==> config.mk <==
export PLATFORM = sky130hd
export DESIGN_NAME = srq_cell
export DESIGN_NICKNAME = d
export VERILOG_FILES = /design/src/design/srq_pkg.sv /design/src/design/srq_cell.sv
export SDC_FILE = /design/constraint.sdc
export NUM_CORES = 1
export LEC_CHECK = 0
export BUFFER_PORTS_ARGS = -buffer_cell sky130_fd_sc_hd__buf_2
export CAP_MARGIN = 20
export CORE_AREA = 8 8 209 211
export DETAILED_ROUTE_END_ITERATION = 8
export DIE_AREA = 0 0 217 219
export SKIP_LAST_GASP = 1
export SLEW_MARGIN = 5
export SYNTH_ARGS = -nofsm -noshare
export SYNTH_HDL_FRONTEND = slang
export SYNTH_SLANG_ARGS = --single-unit
export TNS_END_PERCENT = 30
==> constraint.sdc <==
create_clock -name clk_i -period 4.1 [get_ports clk_i]
set_clock_uncertainty 0.05 [all_clocks]
set_input_delay 0.205 -clock clk_i [delete_from_list [all_inputs] [get_ports clk_i]]
set_output_delay 0.205 -clock clk_i [all_outputs]
set_load 0.01 [all_outputs]
==> src/design/srq_pkg.sv <==
// srq_pkg: shared types and codes for the searchable ring queue
// holds the entry record, the per-cell control group and the operation and error codes
// no dependencies
`default_nettype none

package srq_pkg;

  localparam int unsigned LINE_W = 58;
  localparam int unsigned FULL_W = 64;
  localparam int unsigned TAG_W  = 16;

  // operation kinds
  localparam logic [1:0] KIND_SEARCH = 2'd0;
  localparam logic [1:0] KIND_ADD    = 2'd1;
  localparam logic [1:0] KIND_REMOVE = 2'd2;
  localparam logic [1:0] KIND_DELETE = 2'd3;

  // error codes
  localparam logic [1:0] ERR_OK        = 2'd0;
  localparam logic [1:0] ERR_FULL      = 2'd1;
  localparam logic [1:0] ERR_EMPTY     = 2'd2;
  localparam logic [1:0] ERR_NOT_FOUND = 2'd3;

  typedef struct packed {
    logic [LINE_W-1:0] line_address;
    logic [FULL_W-1:0] full_address;
    logic [TAG_W-1:0]  payload_tag;
  } srq_entry_t;

  typedef struct packed {
    logic write;     // load the new entry from the request
    logic compact;   // take the neighbor's entry if inside the shift window
    logic snapshot;  // capture the compare result
  } srq_cell_ctrl_t;

endpackage

`default_nettype wire

==> src/design/srq_cell.sv <==
// srq_cell: one ring slot of the searchable ring queue
// holds one entry, compares it against the request key and takes its successor's entry
// depends on srq_pkg
`default_nettype none

module srq_cell #(
  parameter int unsigned DEPTH = 16,
  parameter int unsigned SLOT  = 0
) (
  input  wire                           clk_i,
  input  wire                           rst_ni,
  input  wire srq_pkg::srq_cell_ctrl_t  ctrl_i,
  input  wire [$clog2(DEPTH)-1:0]       head_i,
  input  wire [$clog2(DEPTH+1)-1:0]     count_i,
  input  wire [$clog2(DEPTH)-1:0]       scan_off_i,
  input  wire                           full_mode_i,
  input  wire [srq_pkg::LINE_W-1:0]     key_line_i,
  input  wire [srq_pkg::FULL_W-1:0]     key_full_i,
  input  wire srq_pkg::srq_entry_t      wr_entry_i,
  input  wire srq_pkg::srq_entry_t      next_entry_i,
  output srq_pkg::srq_entry_t           entry_o,
  output logic                          match_o
);
  import srq_pkg::*;

  localparam int unsigned IW = $clog2(DEPTH);
  localparam int unsigned CW = $clog2(DEPTH + 1);

  srq_entry_t    entry_q;
  logic          match_q;
  logic [IW:0]   diff;
  logic [IW:0]   off_w;
  logic [CW-1:0] off;
  logic          held;
  logic          in_window;
  logic          key_eq;

  // distance of this slot from the head, in ring order
  always_comb begin
    diff      = (IW+1)'(SLOT) - {1'b0, head_i};
    off_w     = diff[IW] ? diff + (IW+1)'(DEPTH) : diff;
    off       = CW'(off_w[IW-1:0]);
    held      = off < count_i;
    in_window = (off >= CW'(scan_off_i)) && ((off + CW'(1)) < count_i);
    key_eq    = full_mode_i ? (entry_q.full_address == key_full_i)
                            : (entry_q.line_address == key_line_i);
  end

  always_ff @(posedge clk_i) begin
    if (ctrl_i.write) begin
      entry_q <= wr_entry_i;
    end else if (ctrl_i.compact && in_window) begin
      entry_q <= next_entry_i;
    end
  end

  always_ff @(posedge clk_i or negedge rst_ni) begin
    if (!rst_ni) begin
      match_q <= 1'b0;
    end else if (ctrl_i.snapshot) begin
      match_q <= held && key_eq;
    end
  end

  assign entry_o = entry_q;
  assign match_o = match_q;

endmodule

`default_nettype wire

==> results of run 1 <==
cell families after synthesis:
logic type	Yosys count	share of synthesized area (%)
AND/OR/NAND/NOR	49	4.21
XOR/XNOR	127	15.0
multiplexers	139	20.8
flip-flops	139	55.4
AO/OA/AOI/OAI	11	0.997
buffers and inverters	25	1.45
adder cells (fa/ha/maj)	13	2.14
worst reg2reg max path: stages, from the launching register on:
cell	delay (ns)
edfxtp_1	0.40
xor2_1	0.16
nor4_1	0.70
nand4_1	0.19
nor4_1	0.55
mux2i_1	0.17
o22ai_2	0.13
cell usage after synthesis:
master and number:
a21o_1 5, a21oi_1 3, and3_2 1, buf_1 2, buf_2 12, clkbuf_1 1
dfrtp_1 1, edfxtp_1 138, ha_1 12, inv_1 9, inv_2 1, maj3_2 1
mux2_2 138, mux2i_1 1, nand2_1 1, nand2b_1 2, nand3_1 2, nand4_1 7
nor2_1 1, nor2b_1 1, nor3_4 1, nor3b_2 1, nor4_1 32, o21ai_1 2
o22ai_2 1, xnor2_1 2, xnor2_4 1, xor2_1 124
layer usage:
metal | part of all wire [%] | global-route usage, % | up-vias | wire [µm]
met5 | 0.030 | 0 | - | 10
met2 | 52 | 23.2 | 310 | 17400
met4 | 1.4 | 3.90 | 2 | 481
met3 | 8.2 | 4.67 | 22 | 2780
met1 | 39 | 15.3 | 3289 | 13100
li1 | - | - | 3196 | -
through the flow:
stage	hold WS, ns	worst slack, ns	std cells	utilization, %
finish	0.0358	1.60	1701	31.0
global route	0.00282	1.41	1701	31.0
CTS	0.0000190	1.58	1698	30.9
detailed placement	-0.0633	1.21	1580	27.2
global placement	-0.0683	1.22	1580	27.2
floorplan	-0.141	0.438	503	-
sequential cells by signal, indices dropped and copies added (netlist names):
| name | flops |
|---|---|
| match_o | 1 |
| entry_o | 138 |
layout make-up:
type,count,area (µm²)
repair buffers,648,3740
multi-input cells,339,3260
clock inverters,11,194
clock buffers,20,437
diodes,2,5.00
inverters,10,37.5
flip-flops and latches,139,4170
well taps,532,666
fillers,4127,27900
power by group:
| group | leakage, µW | internal, µW | switching (µW) |
|---|---|---|---|
| combinational | 0.00391 | 570 | 558 |
| sequential | 0.00139 | 1830 | 162 |
| clock | 0.000304 | 1080 | 641 |
| total | 0.00560 | 3480 | 1360 |
final timing paths:
path / end / cells past startpoint
max: entry_o[8]$_DFFE_PP_ / 11
min: entry_o[109]$_DFFE_PP_ / 2
max reg2reg: match_o$_DFFE_PN0P_ / 6
min reg2reg: match_o$_DFFE_PN0P_ / 2
max in group asynchronous: match_o$_DFFE_PN0P_ / 2
min in group asynchronous: match_o$_DFFE_PN0P_ / 2
==> results.py, run 1 <==
metrics = {
    "clocking": {
        "cts_resized": 0,
        "cts_hold_repair.buffers": 87,
        "clk_path_buf_depth": 2,
        "cts_tree": "done",
        "insertion_delay_ns": 0.43,
        "numClockSinks": 139,
        "cts_root_buf": "clkbuf_16",
        "cts_setup_buffers": 0,
        "numCtsBuffers": 17,
        "htreeDepth": 4,
        "clk_pin_slew_worst_paths_ns": 0.06,
    },
    "sta": {
        "drv_slew": 0,
        "fin_crit_sh_pct": 60.9,
        "rsz0062_at_grt": "no",
        "max_slew_margin_pct": 46.2,
        "finalSetupTns_ns": 0,
        "hold_violations": 0,
        "min_period_ns": 2.50,
        "clock.fmax_mhz": 400,
        "tightest_slew_ns": 0.799,
        "finalSetupViolCount": 0,
    },
    "yosys": {
        "synth.cell_area_mm2": 0.00753,
        "syn_nets": 932,
        "ys_ff_latch": 139,
        "ys_seq_area_share_pct": 55.4,
        "yosys.area.top_type": "edfxtp_1",
        "netlist_top_cells_area": "edfxtp_1 (55%), mux2_2 (21%), xor2_1 (14%), nor4_1 (2.7%), ha_1 (2.0%)",
        "avgSynthCellArea_um2": 15.0,
        "syn_inst": 503,
        "ys_types": 28,
        "netlist.area_leader.share_pct": 55.1,
        "yosys_warnings": 0,
    },
    "power": {
        "ir_worst_vdd_v": 0.000271,
        "p_leak_uw": 0.00560,
        "powerDensity_mw_per_mm2": 387,
        "totalPowerFinal_uw": 4840,
    },
    "worst_setup_path": {
        "crit_family": "XOR/XNOR gates",
        "cpPeakStageDelay_ns": 0.41,
        "crit_fanout": 69,
        "crit_start": "head_i[0]",
        "r2r_slack_ns": 1.66,
        "crit_arrival_ns": 2.52,
        "worst_setup_path_start_kind": "primary input",
        "crit_type": "in2reg",
        "crit_chain": "buf_2 -> inv_1 -> ha_1 -> xnor2_1 -> nand3_1 -> xnor2_1 -> ha_1 -> nor2b_1 -> o21ai_1 -> a21o_4 -> buf_12",
        "crit_slowest_cell": "xnor2_1",
        "critPathCaptureType": "flip-flop",
        "path_buf_inv": 3,
        "r2r_start": "entry_o[20]$_DFFE_PP_",
        "critPathRequiredTime_ns": 4.13,
    },
    "placement": {
        "hpwl_um": 27700,
        "place.gp.congestion": 0.904,
        "port_buffers": 555,
        "post_dp_cell_area_mm2": 0.0110,
    },
    "cells_and_area": {
        "final_nets": 1584,
        "stdcell_area_mm2": 0.0125,
        "drive_gt1_share_pct": 62.9,
        "final_common_cell": "buf_2",
        "areaGrowthSynthToFinish_pct": 66.1,
        "mostFrequentLayoutCells": "buf_2 (554), mux2_2 (138), edfxtp_1 (138)",
    },
    "route": {
        "wl_per_cell_um": 19.8,
        "drtAntennaViolNets": 0,
        "num_vias": 6819,
        "via_per_inst": 4.01,
        "drt_first_pass_iters": 5,
        "route.detailed.drc": 0,
        "drt-initial-drc-count": 365,
        "wl_um": 33700,
    },
    "job": {
        "drv_cap": 0,
    },
    "die": {
        "dieHeight_um": 219,
        "die_w_um": 217,
        "core-area_mm2": 0.0404,
        "start_util_pct": 18.6,
        "dieArea_mm2": 0.0475,
        "fp-row-count": 74,
        "io_pins": 556,
    },
    "global_routing": {
        "grt_remaining_overflow": 0,
        "antenna_found_initial": 4,
        "grt_pass1_wl_um": 47300,
        "grt_start_max_net_pins": 73,
        "grtUsageTotal_pct": 13.3,
        "first_global_vias": 7720,
    },
    "worst_hold_path": {
        "hp-start": "wr_entry_i[109]",
        "hp-class": "in2reg",
    },
    "status": {
        "status": "completed",
    },
}
Power figures use the tool's default switching activity.
==> run 2, diff against run 1 <==
--- a/config.mk
+++ b/config.mk
@@ -5,11 +5,12 @@
 export SDC_FILE = /design/constraint.sdc
 export NUM_CORES = 1
 export LEC_CHECK = 0
+export ABC_AREA = 1
 export BUFFER_PORTS_ARGS = -buffer_cell sky130_fd_sc_hd__buf_2
 export CAP_MARGIN = 20
-export CORE_AREA = 8 8 209 211
+export CORE_AREA = 8 8 211 213
 export DETAILED_ROUTE_END_ITERATION = 8
-export DIE_AREA = 0 0 217 219
+export DIE_AREA = 0 0 219 221
 export SKIP_LAST_GASP = 1
 export SLEW_MARGIN = 5
 export SYNTH_ARGS = -nofsm -noshare
==> constraint.sdc (replaced) <==
create_clock -name clk_i -period 2 [get_ports clk_i]
set_clock_uncertainty 0.05 [all_clocks]
set_input_delay 0.1 -clock clk_i [delete_from_list [all_inputs] [get_ports clk_i]]
set_output_delay 0.1 -clock clk_i [all_outputs]
set_load 0.01 [all_outputs]
==> run 2 against run 1 <==
Compared with the run above:
- the run now ends with negative hold slack, negative setup slack left
- synthesized cell count is 140% higher
- sequential share of layout area is 7.0 points lower
- power is 110% higher
- via count is 57% higher
- clock-buffer cell count is 2 higher
- sequential power is 110% higher
- hold slack worse by 0.039 ns
- combinational power grew to 2.8 times the previous value
- area after synthesis is 14% higher
- highest routed layer is now met4
==> results.py, run 2 <==
metrics = {
    "worst_setup_path": {
        "crit_chain": "buf_12 -> inv_12 -> ha_4 -> or2_4 -> nand2_4 -> buf_6 -> inv_2 -> buf_4 -> ha_1 -> o21ai_1 -> nor3b_2 -> nor2_1 -> nand2_2 -> buf_6 -> nand2_8 -> buf_12 -> clkbuf_16",
        "critPathRequiredTime_ns": 2.10,
        "critPathCaptureType": "flip-flop",
        "crit_fanout": 6,
        "worst_setup_path_start_kind": "primary input",
        "crit_slowest_cell": "ha_1",
        "crit_type": "in2reg",
        "cpPeakStageDelay_ns": 0.26,
        "crit_arrival_ns": 2.12,
    },
    "sta": {
        "holdWs_ns": -0.00294,
        "rsz0062_at_grt": "yes",
        "hold_violations": 1,
        "fin_crit_sh_pct": 101,
        "finalSetupViolCount": 23,
        "setup_slack_ns": -0.0225,
        "tightest_slew_ns": 0.598,
        "max_slew_margin_pct": 60.2,
        "min_period_ns": 2.02,
        "clock.fmax_mhz": 494,
        "drv_slew": 0,
    },
    "clocking": {
        "cts_root_buf": "clkbuf_16",
        "clk_path_buf_depth": 2,
        "clk_pin_slew_worst_paths_ns": 0.06,
        "numCtsBuffers": 17,
        "cts_tree": "done",
        "numClockSinks": 139,
        "insertion_delay_ns": 0.43,
        "htreeDepth": 4,
    },
    "global_routing": {
        "grt_remaining_overflow": 0,
        "grtUsageTotal_pct": 15.7,
        "grt_pass1_wl_um": 59400,
        "first_global_vias": 11300,
        "grt_start_max_net_pins": 139,
        "antenna_found_initial": 8,
    },
    "yosys": {
        "yosys.area.top_type": "edfxtp_1",
        "synth_top_family_by_area": "simple AND/OR/NAND/NOR gates",
        "avgSynthCellArea_um2": 7.03,
        "synthXorXnorAreaFrac_pct": 3.58,
        "postSynth.asyncResetShare_pct": 0.719,
        "yosys-top-cells-count": "nand2_1 (677), inv_1 (168), nor2_1 (145)",
        "yosys.area_share.adder_pct": 1.74,
        "synth.cell_area_mm2": 0.00860,
        "synth.most_common_cell": "nand2_1",
        "yosys_warnings": 0,
        "ys_types": 23,
        "synthSimpleGateAreaFrac_pct": 36.6,
        "synth-compound-area-share_pct": 0.698,
        "syn_inst": 1224,
        "synth_ff_type": "edfxtp_1",
        "synth_edf_count": 138,
        "syn_nets": 1653,
        "netlist.area_leader.share_pct": 48.2,
        "ys_ff_latch": 139,
        "synth_mux_area_share_pct": 0,
        "netlist_top_cells_area": "edfxtp_1 (48%), nand2_1 (30%), inv_1 (7.3%), nor2_1 (6.3%), xor2_1 (2.2%)",
        "ys_seq_area_share_pct": 48.5,
    },
    "cells_and_area": {
        "areaGrowthSynthToFinish_pct": 83.9,
        "final_nets": 2507,
        "drive_gt1_share_pct": 30.0,
        "num-fill-cells": 4184,
        "mostFrequentLayoutCells": "nand2_1 (674), buf_2 (552), dlygate4sd3_1 (278)",
        "stdcell_area_mm2": 0.0158,
        "largest_reg_flops": 138,
        "final_common_cell": "nand2_1",
    },
    "placement": {
        "post_dp_cell_area_mm2": 0.0122,
        "port_buffers": 555,
        "hpwl_um": 30400,
        "post-place-ws_ns": -0.549,
        "place.gp.congestion": 0.905,
    },
    "route": {
        "num_vias": 10700,
        "route.detailed.drc": 0,
        "drt_first_pass_iters": 5,
        "wl_um": 39500,
        "drtAntennaViolNets": 0,
        "via_per_inst": 4.07,
        "wl_per_cell_um": 15.0,
        "drt-initial-drc-count": 545,
    },
    "die": {
        "dieArea_mm2": 0.0484,
        "fp-row-count": 75,
        "die_w_um": 219,
        "io_pins": 556,
        "dieHeight_um": 221,
        "core-area_mm2": 0.0413,
        "start_util_pct": 20.8,
    },
    "status": {
        "status": "complete, but fails checks",
        "violations": "negative hold slack, negative setup slack",
    },
    "power": {
        "ir_worst_vdd_v": 0.000500,
        "p_leak_uw": 0.00863,
        "powerDensity_mw_per_mm2": 631,
    },
    "job": {
        "drv_cap": 0,
    },
    "worst_hold_path": {
        "hp-class": "in2reg",
    },
}
[run 2: repair_timing]
item                       CTS  global route
pin swaps                    4             8
hold endpoints to repair   139             0
setup endpoints to repair  135           139
cloned                       3             3
buffers inserted             4             0
gates resized for setup     17            11
hold buffers               278             0
[run 2: routing by layer]
layer  share of wire, %  up-vias  global-route usage (%)
met3                8.1       88                    4.64
li1                   -     5381                       -
met1                 37     4797                    16.6
met2                 51      459                    28.6
met4                3.6        0                    6.57
met5                  0        -                       0
[run 2: worst max-delay path: cells and delay by family]
kind | cells | cell delay, ns
simple gates | 6 | 0.77
fa+ha+maj | 2 | 0.40
buf+inv | 8 | 0.78
compound gates | 1 | 0.06
[run 2: path summary, 6_finish.rpt]
check / to / startpoint / slack, ns / depth (start not counted)
setup / recovery: entry_o[24]$_DFFE_PP_ / head_i[1] / -0.02 / 17
hold / removal: entry_o[128]$_DFFE_PP_ / next_entry_i[128] / -0.003 / 3
max in group asynchronous: match_o$_DFFE_PN0P_ / rst_ni / 1.31 / 3
min in group asynchronous: match_o$_DFFE_PN0P_ / rst_ni / 0.48 / 3
hold reg to reg: match_o$_DFFE_PN0P_ / match_o$_DFFE_PN0P_ / 0.44 / 2
setup reg to reg: match_o$_DFFE_PN0P_ / entry_o[58]$_DFFE_PP_ / 0.25 / 10
[run 2: cells by family (layout without fill, tap and decap cells)]
kind of cell | count (synthesis) | after routing
simple gates | 830 | 831
flops | 139 | 139
buf+inv | 199 | 1063
other cells | 0 | 8
compound gates | 11 | 11
fa+ha+maj | 12 | 12
xor+xnor | 33 | 33
[run 2: through the flow]
step | power [µW] | TNS (ns) | cells | util [%]
2_1_floorplan | 5230 | -59.65 | 1224 | -
3_3_place_gp | 6600 | -76.16 | 2311 | 29.6
3_5_place_dp | 6650 | -72.01 | 2311 | 29.6
4_1_cts | 10100 | -0.969 | 2626 | 38.0
5_1_grt | 10600 | -6.46 | 2636 | 38.3
6_report | 9990 | -0.279 | 2636 | 38.3
[run 2: cell type report]
class	instances	area [µm²]	area share (%)
inverter	169	662	4.18
clock inverter	8	50.0	0.316
multi-input combinational	887	3750	23.7
sequential	139	4170	26.3
timing repair buffer	864	6050	38.3
clock buffer	22	444	2.81
antenna	8	20.0	0.127
tap	539	674	4.26
[run 2: power breakdown]
part	switching [µW]	internal (µW)
Clock	1200	1560
Sequential	342	3740
Combinational	1560	1590
==> run 3, diff against run 2 <==
--- a/config.mk
+++ b/config.mk
@@ -11,7 +11,6 @@
 export CORE_AREA = 8 8 211 213
 export DETAILED_ROUTE_END_ITERATION = 8
 export DIE_AREA = 0 0 219 221
-export SKIP_LAST_GASP = 1
 export SLEW_MARGIN = 5
 export SYNTH_ARGS = -nofsm -noshare
 export SYNTH_HDL_FRONTEND = slang
==> run 3 against run 2 <==
Compared with the run above:
- the flow still finishes with violations (negative hold slack, negative setup slack)
- register-to-register slack is essentially flat
- flip-flop and latch count did not move
- cell area shrank 0.11%
- critical path depth did not move
- via count decreased by 0.18%
- critical path type unchanged
- largest cell class unchanged
- largest power group unchanged
==> results.py, run 3 (synthesis gave the netlist of run 2 again) <==
metrics = {
    "global_routing": {
        "grt_pass1_wl_um": 59400,
        "grt_remaining_overflow": 0,
        "antenna_found_initial": 8,
        "grtUsageTotal_pct": 15.7,
        "grt_start_max_net_pins": 139,
        "first_global_vias": 11300,
    },
    "worst_setup_path": {
        "critPathRequiredTime_ns": 2.10,
        "crit_start": "head_i[1]",
        "crit_fanout": 6,
        "critPathCaptureType": "flip-flop",
        "cpPeakStageDelay_ns": 0.25,
        "crit_slowest_cell": "ha_1",
        "crit_type": "in2reg",
        "worst_setup_path_start_kind": "primary input",
        "r2r_slack_ns": 0.26,
        "crit_arrival_ns": 2.11,
        "crit_chain": "buf_12 -> inv_12 -> ha_4 -> or2_4 -> nand2_4 -> buf_6 -> inv_2 -> buf_4 -> ha_1 -> o21ai_1 -> nor3b_2 -> nor2_1 -> nand2_2 -> buf_6 -> nand2_8 -> buf_12 -> clkbuf_16",
        "r2r_start": "entry_o[58]$_DFFE_PP_",
    },
    "sta": {
        "max_slew_margin_pct": 59.7,
        "finalSetupTns_ns": -0.135,
        "hold_violations": 1,
        "setup_slack_ns": -0.0131,
        "drv_slew": 0,
        "rsz0062_at_grt": "yes",
        "min_period_ns": 2.01,
        "tightest_slew_ns": 0.604,
        "fin_crit_sh_pct": 101,
        "holdWs_ns": -0.00251,
        "clock.fmax_mhz": 497,
        "finalSetupViolCount": 12,
    },
    "clocking": {
        "numCtsBuffers": 17,
        "clk_path_buf_depth": 2,
        "numClockSinks": 139,
        "cts_root_buf": "clkbuf_16",
        "insertion_delay_ns": 0.43,
        "clk_pin_slew_worst_paths_ns": 0.06,
        "cts_tree": "done",
        "htreeDepth": 4,
    },
    "cells_and_area": {
        "mostFrequentLayoutCells": "nand2_1 (674), buf_2 (552), dlygate4sd3_1 (278)",
        "utilization_pct": 38.3,
        "areaGrowthSynthToFinish_pct": 83.7,
        "final_nets": 2506,
        "final_common_cell": "nand2_1",
        "final_cells": 2635,
        "largest_reg_flops": 138,
        "drive_gt1_share_pct": 30.0,
        "num-fill-cells": 4180,
    },
    "power": {
        "sw_frac_of_total_pct": 31.1,
        "p_sw_uw": 3100,
        "pwr-share-clk_pct": 27.7,
        "powerDensity_mw_per_mm2": 632,
        "p_seq_share_pct": 40.9,
        "p_leak_uw": 0.00862,
        "ir_worst_vdd_v": 0.000500,
        "p_int_uw": 6880,
        "pwr-share-comb_pct": 31.4,
        "totalPowerFinal_uw": 9990,
    },
    "die": {
        "io_pins": 556,
        "start_util_pct": 20.8,
        "fp-row-count": 75,
        "dieHeight_um": 221,
        "die_w_um": 219,
        "core-area_mm2": 0.0413,
        "dieArea_mm2": 0.0484,
    },
    "placement": {
        "port_buffers": 555,
        "place.gp.congestion": 0.905,
        "place_inst": 2311,
        "hpwl_um": 30400,
    },
    "status": {
        "status": "complete, but fails checks",
        "violations": "negative hold slack, negative setup slack",
    },
    "route": {
        "num_vias": 10700,
        "drtAntennaViolNets": 0,
        "via_per_inst": 4.06,
        "drt_first_pass_iters": 5,
        "wl_um": 39500,
        "wl_per_cell_um": 15.0,
        "drt-initial-drc-count": 558,
        "route.detailed.drc": 0,
    },
    "worst_hold_path": {
        "hp-class": "in2reg",
        "hp-start": "next_entry_i[128]",
    },
    "job": {
        "drv_cap": 0,
    },
}
[run 3: final cells by class]
cell class,instances,area [µm²],share of cell area [%]
tap,539,674,4.27
multi-input combinational,887,3750,23.7
timing repair buffer,863,6030,38.2
clock inverter,8,50.0,0.317
antenna,8,20.0,0.127
sequential,139,4170,26.4
clock buffer,22,444,2.81
inverter,169,662,4.19
[run 3: what timing repair did]
action                                  4_1_cts  5_1_grt
cloned                                        3        3
endpoints found under the setup margin      135      138
gates resized for setup                      21        8
pin swaps                                     4        8
endpoints found under the hold margin       139        0
buffers inserted                              4        0
hold buffers                                278        0
[run 3: power by group through the flow]
stage          Clock (µW)  Combinational, µW  Sequential [µW]
6_report             2760               3140             4090
3_5_place_dp            0               2500             4140
2_1_floorplan           0                960             4270
5_1_grt              2980               3460             4150
4_1_cts              2860               3110             4090
3_3_place_gp            0               2480             4130
[run 3: metal layers]
layer  track usage, %  wire length [µm]  vias to the layer above
met5                0                 0                        -
met4             6.57              1390                        0
met3             4.64              3100                       84
met2             28.6             20200                      451
met1             16.7             14800                     4792
li1                 -                 -                     5379
[run 3: path summary, 6_finish.rpt]
path                                          end  cells after the start
setup / recovery            entry_o[24]$_DFFE_PP_                     17
hold / removal             entry_o[128]$_DFFE_PP_                      3
setup reg to reg              match_o$_DFFE_PN0P_                     10
hold reg to reg               match_o$_DFFE_PN0P_                      2
max in group asynchronous     match_o$_DFFE_PN0P_                      3
min in group asynchronous     match_o$_DFFE_PN0P_                      3
[run 3: per-stage QoR]
stage	setup slack, ns	hold WS [ns]	instance area (µm²)
final	-0.0131	-0.00251	15800
after CTS	0.00289	0.0141	15700
after detailed placement	-0.549	-0.174	12200
after global placement	-0.585	-0.174	12200
after global routing	-0.0806	0.0177	15800
after floorplan	-0.432	-0.246	8670
[run 3: critical path: cells and delay by family]
family / cells / cell delay, ns
buffers and inverters: 8 / 0.78
AOI/OAI and AO/OA: 1 / 0.05
and+or+nand+nor: 6 / 0.77
adders and majority gates: 2 / 0.39
